<file path="src/sv/ttce_pkg.sv">
`timescale 1ns / 1ps
// shared types, codes and control/status structs of the text terminal cell engine
package ttce_pkg;

	localparam logic [1:0] CMD_PRINT  = 2'd0;
	localparam logic [1:0] CMD_READ   = 2'd1;
	localparam logic [1:0] CMD_CLEAR  = 2'd2;
	localparam logic [1:0] CMD_UNUSED = 2'd3;

	localparam logic [7:0] CH_NEWLINE   = 8'd10;
	localparam logic [7:0] CH_RETURN    = 8'd13;
	localparam logic [7:0] CH_BACKSPACE = 8'd8;
	localparam logic [7:0] CH_SPACE     = 8'h20;
	localparam logic [7:0] ATTR_RESET   = 8'd15;

	typedef struct packed {
		logic [1:0] cmd;
		logic [7:0] char_code;
		logic [7:0] attribute;
		logic       use_cursor;
		logic [4:0] row;
		logic [6:0] col;
	} in_t;

	typedef struct packed {
		logic [10:0] cursor_pos;
		logic [7:0]  cell_char;
		logic [7:0]  cell_attr;
	} out_t;

	typedef enum logic [3:0] {
		ST_RST_SWEEP,
		ST_IDLE,
		ST_DECODE,
		ST_CLR_SWEEP,
		ST_SCR_RD,
		ST_SCR_WR,
		ST_ZERO,
		ST_BS_WR,
		ST_BS_SCAN,
		ST_DONE
	} state_t;

	typedef enum logic [3:0] {
		OP_NONE,
		OP_LATCH,
		OP_SWEEP_START,
		OP_SWEEP,
		OP_READ,
		OP_NL,
		OP_CR,
		OP_GLYPH,
		OP_SCR_RD,
		OP_SCR_WR,
		OP_ZERO,
		OP_BS_START,
		OP_BS_WR,
		OP_BS_SCAN,
		OP_EMIT
	} dp_op_t;

	typedef struct packed {
		dp_op_t op;
	} ctrl_t;

	typedef struct packed {
		logic [1:0] cmd;
		logic       is_nl;
		logic       is_cr;
		logic       is_bs;
		logic       idx_zero;
		logic       last_row;
		logic       last_cell;
		logic       cur_row_zero;
		logic       ptr_zero;
		logic       ptr_last;
		logic       ptr_next_lim;
		logic       ptr_next_zlim;
		logic       rd_char_zero;
	} stat_t;

endpackage

</file>
<file path="src/sv/ttce_ctrl.sv">
`timescale 1ns / 1ps
// controller state machine of the text terminal cell engine
module ttce_ctrl (
	input  logic           clk,
	input  logic           arst_n,
	input  logic           start,
	input  ttce_pkg::stat_t stat,
	output ttce_pkg::ctrl_t ctrl,
	output logic           busy
);

	ttce_pkg::state_t state_q, state_d;

	always_ff @(posedge clk or negedge arst_n) begin
		if (!arst_n) begin
			state_q <= ttce_pkg::ST_RST_SWEEP;
		end else begin
			state_q <= state_d;
		end
	end

	always_comb begin
		state_d = state_q;
		ctrl.op = ttce_pkg::OP_NONE;
		busy    = 1'b1;
		case (state_q)
			ttce_pkg::ST_RST_SWEEP: begin
				ctrl.op = ttce_pkg::OP_SWEEP;
				if (stat.ptr_last) state_d = ttce_pkg::ST_IDLE;
			end
			ttce_pkg::ST_IDLE: begin
				busy = 1'b0;
				if (start) begin
					ctrl.op = ttce_pkg::OP_LATCH;
					state_d = ttce_pkg::ST_DECODE;
				end
			end
			ttce_pkg::ST_DECODE: begin
				state_d = ttce_pkg::ST_DONE;
				case (stat.cmd)
					ttce_pkg::CMD_READ: ctrl.op = ttce_pkg::OP_READ;
					ttce_pkg::CMD_CLEAR: begin
						ctrl.op = ttce_pkg::OP_SWEEP_START;
						state_d = ttce_pkg::ST_CLR_SWEEP;
					end
					ttce_pkg::CMD_PRINT: begin
						if (stat.is_nl) begin
							ctrl.op = ttce_pkg::OP_NL;
							if (stat.last_row)
								state_d = stat.cur_row_zero ? ttce_pkg::ST_ZERO
								                            : ttce_pkg::ST_SCR_RD;
						end else if (stat.is_cr) begin
							ctrl.op = ttce_pkg::OP_CR;
						end else if (stat.is_bs) begin
							if (!stat.idx_zero) begin
								ctrl.op = ttce_pkg::OP_BS_START;
								state_d = ttce_pkg::ST_BS_WR;
							end
						end else begin
							ctrl.op = ttce_pkg::OP_GLYPH;
							if (stat.last_cell)
								state_d = stat.cur_row_zero ? ttce_pkg::ST_ZERO
								                            : ttce_pkg::ST_SCR_RD;
						end
					end
					default: ctrl.op = ttce_pkg::OP_NONE;
				endcase
			end
			ttce_pkg::ST_CLR_SWEEP: begin
				ctrl.op = ttce_pkg::OP_SWEEP;
				if (stat.ptr_last) state_d = ttce_pkg::ST_DONE;
			end
			ttce_pkg::ST_SCR_RD: begin
				ctrl.op = ttce_pkg::OP_SCR_RD;
				state_d = ttce_pkg::ST_SCR_WR;
			end
			ttce_pkg::ST_SCR_WR: begin
				ctrl.op = ttce_pkg::OP_SCR_WR;
				state_d = stat.ptr_next_lim ? ttce_pkg::ST_ZERO : ttce_pkg::ST_SCR_RD;
			end
			ttce_pkg::ST_ZERO: begin
				ctrl.op = ttce_pkg::OP_ZERO;
				if (stat.ptr_next_zlim) state_d = ttce_pkg::ST_DONE;
			end
			ttce_pkg::ST_BS_WR: begin
				ctrl.op = ttce_pkg::OP_BS_WR;
				state_d = stat.ptr_zero ? ttce_pkg::ST_DONE : ttce_pkg::ST_BS_SCAN;
			end
			ttce_pkg::ST_BS_SCAN: begin
				ctrl.op = ttce_pkg::OP_BS_SCAN;
				if (!stat.rd_char_zero || stat.ptr_zero) state_d = ttce_pkg::ST_DONE;
			end
			ttce_pkg::ST_DONE: begin
				ctrl.op = ttce_pkg::OP_EMIT;
				state_d = ttce_pkg::ST_IDLE;
			end
			default: state_d = ttce_pkg::ST_IDLE;
		endcase
	end

endmodule

</file>
<file path="config.mk">
export PLATFORM = sky130hd
export DESIGN_NAME = ttce_ctrl
export DESIGN_NICKNAME = d
export VERILOG_FILES = /design/src/sv/ttce_pkg.sv /design/src/sv/ttce_ctrl.sv
export SDC_FILE = /design/constraint.sdc
export NUM_CORES = 1
export LEC_CHECK = 0
export ABC_AREA = 1
export ABC_CLOCK_PERIOD_IN_PS = 1270
export BUFFER_PORTS_ARGS = -buffer_cell sky130_fd_sc_hd__clkbuf_2
export CAP_MARGIN = 10
export CORE_MARGIN = 1.5
export CORE_UTILIZATION = 42
export CTS_BUF_LIST = sky130_fd_sc_hd__clkbuf_16
export DETAILED_ROUTE_END_ITERATION = 7
export PLACE_DENSITY_LB_ADDON = 0.2
export SLEW_MARGIN = 20
export SYNTH_ARGS = -nofsm -noshare
export SYNTH_HDL_FRONTEND = slang
export SYNTH_SLANG_ARGS = --single-unit
</file>
<file path="constraint.sdc">
create_clock -name clk -period 1.27 [get_ports clk]
set_input_delay 0.254 -clock clk [delete_from_list [all_inputs] [get_ports clk]]
set_output_delay 0.254 -clock clk [all_outputs]
set_load 0.02 [all_outputs]
</file>
==> results.py, run 1 <==
metrics = {
    "pwr": {
        "ir_drop_mv": 1.946,
        "power.leakage_nw": 0.6670,
        "power_density_mw_per_mm2": 2530,
    },
    "synth": {
        "syn_avg_cell_area_um2": 5.501,
        "yosysWarnings": 0,
        "synth-main-ff-cell": "dfrtp_1",
        "synth-seq-cells": 4,
        "synth_edf_count": 0,
        "async_reset_ff_frac": 1.000,
        "synth.distinct_cells": 20,
        "ys_seq_area_frac": 0.1717,
        "netlist_area_um2": 583.1,
        "synth_cells": 106,
        "syn-num-nets": 123,
    },
    "timing": {
        "fin_crit_sh": 1.390,
        "tightestPinTransition_ns": 0.2617,
        "relSlewSlack": 0.8246,
        "rsz0062_at_grt": "true",
        "finalHoldViolations": 0,
        "fin_setup_tns_ns": -3.048,
        "max_clock_freq_ghz": 0.5666,
        "report.final.setup_viol": 9,
        "fin_ws_ns": -0.4951,
        "report.final.slew_viol_count": 0,
        "skew_ns": 0.0005764,
        "min_period_ns": 1.765,
    },
    "place": {
        "dp_hpwl_um": 1512,
        "gp_congestion": 0.8728,
        "placed_cell_area_um2": 875.8,
        "numPortBuffers": 21,
    },
    "critical_path": {
        "crit_arrival_ns": 1.51,
        "worstSetupEndpointType": "output port",
        "worst-path-max-fanout": 6,
        "slowest_delay_ns": 0.49,
        "start_kind": "flop",
        "crit_family": "flip-flops",
        "crit_top_cell": "nand2_2",
        "slowest_stage": "dfrtp_2",
        "critPathRequiredTime_ns": 1.02,
        "path_cells": "nand2_2 > clkinv_4 > buf_4 > nand2_2 > nand4_1 > clkbuf_8",
        "crit_buf_inv": 3,
        "criticalPathCategory": "reg2out",
    },
    "routing": {
        "via_count": 1021,
        "drc": 0,
        "wl_um": 2888,
        "drtPass1Iterations": 4,
        "via_per_inst": 5.801,
        "antenna_left": 0,
        "avgRoutedWirePerCell_um": 16.41,
        "drtIter0Drc": 82,
    },
    "global_route": {
        "grt_pass1_vias": 886,
        "antenna_found_initial": 0,
        "track_usage": 0.3723,
        "grt_pass1_wl_um": 3919,
        "grt-ovfl-total": 0,
        "grt_max_degree": 7,
    },
    "final_layout": {
        "fin_area_mm2": 0.001191,
        "drive_gt1_frac": 0.6025,
        "top_regs": "state_q: 4 flops",
        "nets": 179,
        "fill_cells": 51,
        "antenna_cells": 0,
        "largest_reg_flops": 4,
        "area_delta_synth_final_pct": 104.3,
        "top_register": "state_q",
        "mostFrequentLayoutCells": "nand2_1 (24), buf_4 (24), clkbuf_2 (16)",
    },
    "floorplan": {
        "die_x_um": 40.26,
        "die_area_mm2": 0.001621,
        "rows": 13,
        "die_h_um": 40.26,
        "start_util": 0.4481,
        "io_pins": 22,
        "core_mm2": 0.001301,
    },
    "clocking": {
        "clock_sinks": 4,
        "path_clk_slew_ns": 0.03,
        "cts_buffer_depth": 2,
        "cts.htree.levels": 1,
        "clk_latency_ns": 0.23,
        "cts_buffers": 3,
        "cts-root-buf": "clkbuf_16",
        "tritoncts": "yes",
    },
    "status": {
        "status": "finished, violations left",
        "violations": "negative setup slack",
    },
    "job": {
        "drv_cap": 0,
    },
    "hold_path": {
        "min_path_type": "in2async",
    },
}
[layout make-up]
cell class / count / area [um2] / share of cell area
well taps: 15 / 18.77 / 0.01576
flip-flops and latches: 4 / 105.1 / 0.08824
inverters: 18 / 77.57 / 0.06513
clock buffers: 3 / 75.07 / 0.06303
repair buffers: 51 / 390.4 / 0.3277
clock inverters: 1 / 3.754 / 0.003151
multi-input cells: 84 / 520.5 / 0.4370
[where the power goes]
group          internal, mW  total, mW  switching, mW
Clock                 0.409      0.530          0.121
Combinational         0.996       2.17           1.17
Sequential            0.188      0.313          0.125
Total                  1.59       3.01           1.42
[kinds of logic after synthesis]
logic type      count (synthesis)  share of synthesized area
buf+inv                        18                     0.1180
compound gates                 13                     0.1266
simple gates                   71                     0.5837
flops                           4                     0.1717
[metrics by stage]
| step | hold WS (ns) | util | setup WS [ns] | instances | power [mW] |
|---|---|---|---|---|---|
| after floorplan | -0.04159 | - | -0.09842 | 106 | 1.158 |
| after global routing | 0.3808 | 0.9154 | -0.5187 | 176 | 3.155 |
| final | 0.3586 | 0.9154 | -0.4951 | 176 | 3.014 |
| after CTS | 0.3641 | 0.8740 | -0.4046 | 174 | 2.762 |
| after global placement | 0.06300 | 0.6731 | -0.1794 | 162 | 1.695 |
| after detailed placement | 0.06748 | 0.6731 | -0.2210 | 162 | 1.728 |
[path summary, 6_finish.rpt]
| check | start | endpoint | slack, ns | cells after the start |
|---|---|---|---|---|
| hold reg to reg | state_q[0]$_DFFE_PN0P_ | state_q[0]$_DFFE_PN0P_ | 0.71 | 2 |
| min in group clk | stat[2] | state_q[1]$_DFFE_PN0P_ | 0.36 | 5 |
| setup reg to reg | state_q[0]$_DFFE_PN0P_ | state_q[3]$_DFFE_PN0P_ | -0.28 | 9 |
| max in group asynchronous | arst_n | state_q[1]$_DFFE_PN0P_ | 0.77 | 2 |
| setup / recovery | state_q[0]$_DFFE_PN0P_ | ctrl[2] | -0.50 | 6 |
| hold / removal | arst_n | state_q[2]$_DFFE_PN0P_ | 0.36 | 2 |
[layer usage]
metal  vias up  wire length, um  GRT usage
met3        24              289    0.07222
met2        87             1403     0.6169
li1        450                -          -
met1       460             1030     0.4286
met4         0              165     0.2500
met5         -                0          0
[cell usage after synthesis, types with 2 or more instances]
library cell / instances / area, um2
nand2_1: 31 / 116.4
inv_1: 13 / 48.80
nor2_1: 10 / 37.54
nand3_1: 9 / 45.04
nor2_2: 7 / 43.79
a21oi_1: 5 / 25.02
nand4_1: 5 / 31.28
dfrtp_1: 4 / 100.1
inv_2: 4 / 15.01
nor3_1: 3 / 15.01
o21ai_0: 3 / 15.01
nand2_2: 2 / 12.51
nor2_4: 2 / 22.52
o21bai_1: 2 / 15.01
[what timing repair did]
item | 4_1_cts | 5_1_grt
pin swaps | 6 | 3
hold buffers | 1 | 0
endpoints found under the hold margin | 4 | 0
resized for setup | 32 | 13
buffers inserted | 8 | 2
endpoints found under the setup margin | 8 | 9
No activity file was read; power rests on OpenSTA's default activity.
==> run 2, diff against run 1 <==
--- a/constraint.sdc
+++ b/constraint.sdc
@@ -3,2 +3,2 @@
 set_output_delay 0.254 -clock clk [all_outputs]
-set_load 0.02 [all_outputs]
+set_load 0.005 [all_outputs]
==> run 2 against run 1 <==
The flow still finishes with violations (negative setup slack). Count of clock-buffer cells in the layout did not move. Setup slack improved by 0.038 ns. Cell count fell by 0.57%. Largest power group unchanged. Non-clock buffer count fell by 1. Sequential share of layout area rose by 0.42 points. Combinational power fell by 15%. Critical endpoint is now ctrl[1]. Power fell by 12%. Clock power fell by 1%. Largest cell class unchanged.
==> results.py, run 2 (synthesized netlist as in run 1, its figures left out) <==
metrics = {
    "clocking": {
        "path_clk_slew_ns": 0.03,
        "cts-root-buf": "clkbuf_16",
        "tritoncts": "yes",
        "cts_buffers": 3,
        "cts.htree.levels": 1,
        "clock_sinks": 4,
        "cts_buffer_depth": 2,
        "clk_latency_ns": 0.23,
    },
    "routing": {
        "wl_um": 2852,
        "drtPass1Iterations": 4,
        "via_per_inst": 5.623,
        "drtIter0Drc": 52,
        "antenna_left": 0,
        "avgRoutedWirePerCell_um": 16.30,
        "via_count": 984,
        "drc": 0,
    },
    "floorplan": {
        "die_x_um": 40.26,
        "die_h_um": 40.26,
        "core_mm2": 0.001301,
        "start_util": 0.4481,
        "io_pins": 22,
        "rows": 13,
        "die_area_mm2": 0.001621,
    },
    "critical_path": {
        "start_kind": "flop",
        "criticalPathCategory": "reg2out",
        "r2r_end": "state_q[1]$_DFFE_PN0P_",
        "reg2reg_slack_ns": -0.25,
        "worstSetupEndpointType": "output port",
        "critPathRequiredTime_ns": 1.02,
        "worstReg2RegStart": "state_q[1]$_DFFE_PN0P_",
        "ff2ff_path_depth": 11,
        "worst-path-max-fanout": 5,
        "crit_arrival_ns": 1.47,
    },
    "final_layout": {
        "top_regs": "state_q: 4 flops",
        "postLayoutCoreUtil": 0.8635,
        "mostFrequentLayoutCells": "nand2_1 (24), buf_4 (24), clkbuf_2 (21)",
        "top_register": "state_q",
        "largest_reg_flops": 4,
        "antenna_cells": 0,
        "drive_gt1_frac": 0.5563,
        "nets": 178,
        "fin_area_mm2": 0.001124,
        "area_delta_synth_final_pct": 92.70,
    },
    "pwr": {
        "power_density_mw_per_mm2": 2373,
        "power.leakage_nw": 0.6428,
        "ir_drop_mv": 1.768,
    },
    "global_route": {
        "track_usage": 0.3597,
        "antenna_found_initial": 0,
        "grt_max_degree": 6,
        "grt_pass1_vias": 818,
        "grt-ovfl-total": 0,
        "met2_usage": 0.6169,
        "grt_util_met3": 0.07222,
        "grt-busiest-layer": "met2",
        "grt_pass1_wl_um": 3629,
        "use_met1": 0.4086,
    },
    "place": {
        "gp_congestion": 0.7942,
        "numPortBuffers": 21,
        "placed_cell_area_um2": 870.8,
        "dp_hpwl_um": 1480,
        "pre_cts_ws_ns": -0.1662,
    },
    "timing": {
        "rsz0062_at_grt": "true",
        "fin_crit_sh": 1.360,
        "relSlewSlack": 0.8169,
        "tightestPinTransition_ns": 0.2726,
        "skew_ns": 0.001871,
        "min_period_ns": 1.727,
        "fin_ws_ns": -0.4566,
        "report.final.slew_viol_count": 0,
        "report.final.setup_viol": 9,
        "finalHoldViolations": 0,
        "max_clock_freq_ghz": 0.5792,
    },
    "hold_path": {
        "min_from": "stat[2]",
        "min_path_type": "in2reg",
        "whs_endpoint": "state_q[1]$_DFFE_PN0P_",
        "holdPathStages": 5,
    },
    "status": {
        "violations": "negative setup slack",
        "status": "finished, violations left",
    },
    "job": {
        "drv_cap": 0,
    },
}
-- run 2: cell count changes in the layout (fill, tap and decap cells not counted), sizes merged --
cell / previous run / this run
clkinv: 1 / 0
clkbuf: 23 / 24
inv: 18 / 19
buf: 30 / 28
-- run 2: through the flow --
step / std cells / setup TNS (ns) / hold WS, ns / total power, mW
after floorplan: 106 / -0.04534 / -0.04159 / 0.9771
after global placement: 163 / -0.7916 / 0.05962 / 1.518
after detailed placement: 163 / -0.9178 / 0.06414 / 1.538
after CTS: 174 / -2.099 / 0.3442 / 2.345
after global routing: 175 / -3.152 / 0.3814 / 2.808
final: 175 / -2.741 / 0.3496 / 2.667
-- run 2: repair_timing --
item	CTS	global route
endpoints found under the setup margin	8	9
gates resized for setup	21	14
buffers inserted	7	1
hold endpoints to repair	4	0
pin swaps	8	7
hold buffers	1	0
-- run 2: area by class of cell --
type                       count  area, um2
multi-input combinational     84      506.7
timing repair buffer          50      340.3
fill                          79      177.7
sequential                     4      103.9
clock buffer                   3      75.07
inverter                      18      75.07
tap                           15      18.77
clock inverter                 1      3.754
-- run 2: power breakdown --
| part | internal [mW] | total (mW) | switching (mW) |
|---|---|---|---|
| clock | 0.409 | 0.523 | 0.114 |
| sequential | 0.187 | 0.295 | 0.108 |
| combinational | 0.832 | 1.85 | 1.02 |
-- run 2: critical path, stage by stage (launching register included) --
cell      delay (ns)
dfrtp_2         0.47
nor2_4          0.17
nand2_1         0.14
nor2_2          0.16
o21ai_1         0.10
nand4_1         0.09
clkbuf_2        0.12
-- run 2: worst max path at each step --
stage	startpoint	to	slack, ns	cells past startpoint
2_1_floorplan	state_q[2]$_DFFE_PN0P_	ctrl[0]	-0.05	7
3_3_place_gp	state_q[3]$_DFFE_PN0P_	ctrl[0]	-0.17	8
3_5_place_dp	state_q[0]$_DFFE_PN0P_	ctrl[0]	-0.17	7
4_1_cts	state_q[0]$_DFFE_PN0P_	ctrl[0]	-0.37	7
5_1_grt	state_q[3]$_DFFE_PN0P_	ctrl[0]	-0.50	7
6_report	state_q[0]$_DFFE_PN0P_	ctrl[1]	-0.46	6
-- run 2: layer usage --
metal  share of wire  up-vias
met2            0.48       64
met4           0.052        0
met1            0.40      452
met5               0        -
met3           0.067       19
li1                -      449
==> run 3, diff against run 2 <==
--- a/config.mk
+++ b/config.mk
@@ -8,3 +8,3 @@
 export ABC_AREA = 1
-export ABC_CLOCK_PERIOD_IN_PS = 1270
+export ABC_CLOCK_PERIOD_IN_PS = 1400
 export BUFFER_PORTS_ARGS = -buffer_cell sky130_fd_sc_hd__clkbuf_2
==> constraint.sdc (replaced) <==
create_clock -name clk -period 1.4 [get_ports clk]
set_input_delay 0.21 -clock clk [delete_from_list [all_inputs] [get_ports clk]]
set_output_delay 0.21 -clock clk [all_outputs]
set_load 0.005 [all_outputs]
==> run 3 against run 2 <==
The run still ends with negative setup slack left. Core utilization is 6.7 points lower. Global-route usage is 5.9 points lower. Sequential cell count stayed put. Critical endpoint is now ctrl[0].
==> results.py, run 3 (synthesized netlist as in run 1, its figures left out) <==
metrics = {
    "timing": {
        "fin_ws_ns": -0.3586,
        "skew_ns": 0.005344,
        "fin_crit_sh": 1.256,
        "report.final.setup_viol": 9,
        "finalHoldViolations": 0,
        "rsz0062_at_grt": "true",
        "max_clock_freq_ghz": 0.5686,
        "min_period_ns": 1.759,
        "tightestPinTransition_ns": 0.2323,
        "relSlewSlack": 0.8443,
        "fin_setup_tns_ns": -1.783,
        "report.final.slew_viol_count": 0,
    },
    "pwr": {
        "swShare": 0.4600,
        "ir_drop_mv": 1.801,
        "seq_power_share": 0.119,
        "power.leakage_nw": 0.5881,
        "p_clk_frac": 0.198,
        "p_comb_frac": 0.683,
        "switchingPower_mw": 1.056,
        "p_int_mw": 1.240,
        "power_density_mw_per_mm2": 2217,
    },
    "global_route": {
        "use_met1": 0.3712,
        "grt_pass1_wl_um": 3125,
        "grt-ovfl-total": 0,
        "grt_max_degree": 8,
        "grt-busiest-layer": "met2",
        "grt_util_met3": 0.03333,
        "met2_usage": 0.4879,
        "antenna_found_initial": 0,
        "track_usage": 0.3008,
        "grt_pass1_vias": 737,
    },
    "final_layout": {
        "nets": 170,
        "mostFrequentLayoutCells": "nand2_1 (26), buf_4 (20), clkbuf_2 (19)",
        "fin_area_mm2": 0.001036,
        "drive_gt1_frac": 0.5232,
        "top_register": "state_q",
        "fill_cells": 79,
        "area_delta_synth_final_pct": 77.68,
        "top_regs": "state_q: 4 flops",
        "largest_reg_flops": 4,
        "antenna_cells": 0,
        "final_common_cell": "nand2_1",
    },
    "clocking": {
        "tritoncts": "yes",
        "cts.htree.levels": 1,
        "cts-root-buf": "clkbuf_16",
        "cts_buffers": 3,
        "clk_latency_ns": 0.23,
        "clock_sinks": 4,
        "cts_buffer_depth": 2,
        "path_clk_slew_ns": 0.03,
    },
    "routing": {
        "via_per_inst": 5.711,
        "avgRoutedWirePerCell_um": 15.05,
        "via_count": 948,
        "wl_um": 2498,
        "drc": 0,
        "drtIter0Drc": 47,
        "drtPass1Iterations": 4,
        "antenna_left": 0,
    },
    "floorplan": {
        "die_x_um": 40.26,
        "start_util": 0.4481,
        "rows": 13,
        "die_h_um": 40.26,
        "die_area_mm2": 0.001621,
        "core_mm2": 0.001301,
        "io_pins": 22,
    },
    "status": {
        "status": "finished, violations left",
        "violations": "negative setup slack",
    },
    "critical_path": {
        "worst-path-max-fanout": 4,
        "critPathRequiredTime_ns": 1.19,
        "worstSetupEndpointType": "output port",
        "criticalPathCategory": "reg2out",
        "crit_arrival_ns": 1.55,
        "start_kind": "flop",
    },
    "hold_path": {
        "min_path_type": "in2async",
    },
    "place": {
        "placed_cell_area_um2": 774.5,
        "numPortBuffers": 21,
        "dp_hpwl_um": 1442,
        "gp_congestion": 0.8547,
    },
    "job": {
        "drv_cap": 0,
    },
}
## run 3: cell types whose count changed in the layout (fill, tap and decap cells not counted), sizes merged
| cell | before | now |
|---|---|---|
| buf | 28 | 22 |
| clkbuf | 24 | 22 |
| inv | 19 | 18 |
## run 3: metal layers
metal | share of wire | vias to the layer above
met2 | 0.46 | 72
met5 | 0 | -
li1 | - | 434
met1 | 0.39 | 428
met4 | 0.045 | 0
met3 | 0.10 | 14
## run 3: cell type report
type | count | area (um2) | area share
clock buffer | 3 | 75.07 | 0.07246
inverter | 18 | 72.57 | 0.07005
multi-input combinational | 84 | 500.5 | 0.4831
sequential | 4 | 103.9 | 0.1002
tap | 15 | 18.77 | 0.01812
timing repair buffer | 42 | 265.3 | 0.2560
## run 3: path summary, 6_finish.rpt
path / start / endpoint / slack (ns) / cells past startpoint
worst max-delay path: state_q[1]$_DFFE_PN0P_ / ctrl[0] / -0.36 / 7
worst min-delay path: arst_n / state_q[3]$_DFFE_PN0P_ / 0.32 / 2
worst max register to register: state_q[3]$_DFFE_PN0P_ / state_q[3]$_DFFE_PN0P_ / -0.18 / 9
worst min register to register: state_q[0]$_DFFE_PN0P_ / state_q[0]$_DFFE_PN0P_ / 0.67 / 2
max in group asynchronous: arst_n / state_q[0]$_DFFE_PN0P_ / 0.93 / 2
min in group clk: stat[2] / state_q[1]$_DFFE_PN0P_ / 0.32 / 5
## run 3: timing repair
action	in CTS	in global routing
gates resized for setup	6	26
pin swaps	2	8
hold endpoints to repair	4	0
hold buffers	1	0
buffers inserted	7	5
endpoints found under the setup margin	8	9
## run 3: critical path: stages (launching register included)
cell and delay (ns):
dfrtp_2 0.44, inv_4 0.07, nor2_4 0.12, nand2_2 0.11, inv_2 0.10, nand2_1 0.08
o21ai_1 0.23, buf_2 0.17
## run 3: power by group through the flow
stage / sequential (mW) / clock [mW] / combinational, mW
after floorplan: 0.215 / 0 / 0.661
after global placement: 0.222 / 0 / 1.08
after detailed placement: 0.220 / 0 / 1.09
after CTS: 0.220 / 0.456 / 1.21
after global routing: 0.275 / 0.460 / 1.69
final: 0.273 / 0.455 / 1.57
## run 3: metrics by stage
step / power [mW] / utilization / hold WS [ns] / setup WS [ns] / cells
after floorplan: 0.8760 / - / -0.08559 / 0.06782 / 106
after global placement: 1.298 / 0.5952 / 0.01761 / -0.01647 / 151
after detailed placement: 1.305 / 0.5952 / 0.02256 / -0.004276 / 151
after CTS: 1.888 / 0.7058 / 0.3188 / -0.2578 / 161
after global routing: 2.421 / 0.7962 / 0.3647 / -0.3958 / 166
final: 2.296 / 0.7962 / 0.3210 / -0.3586 / 166
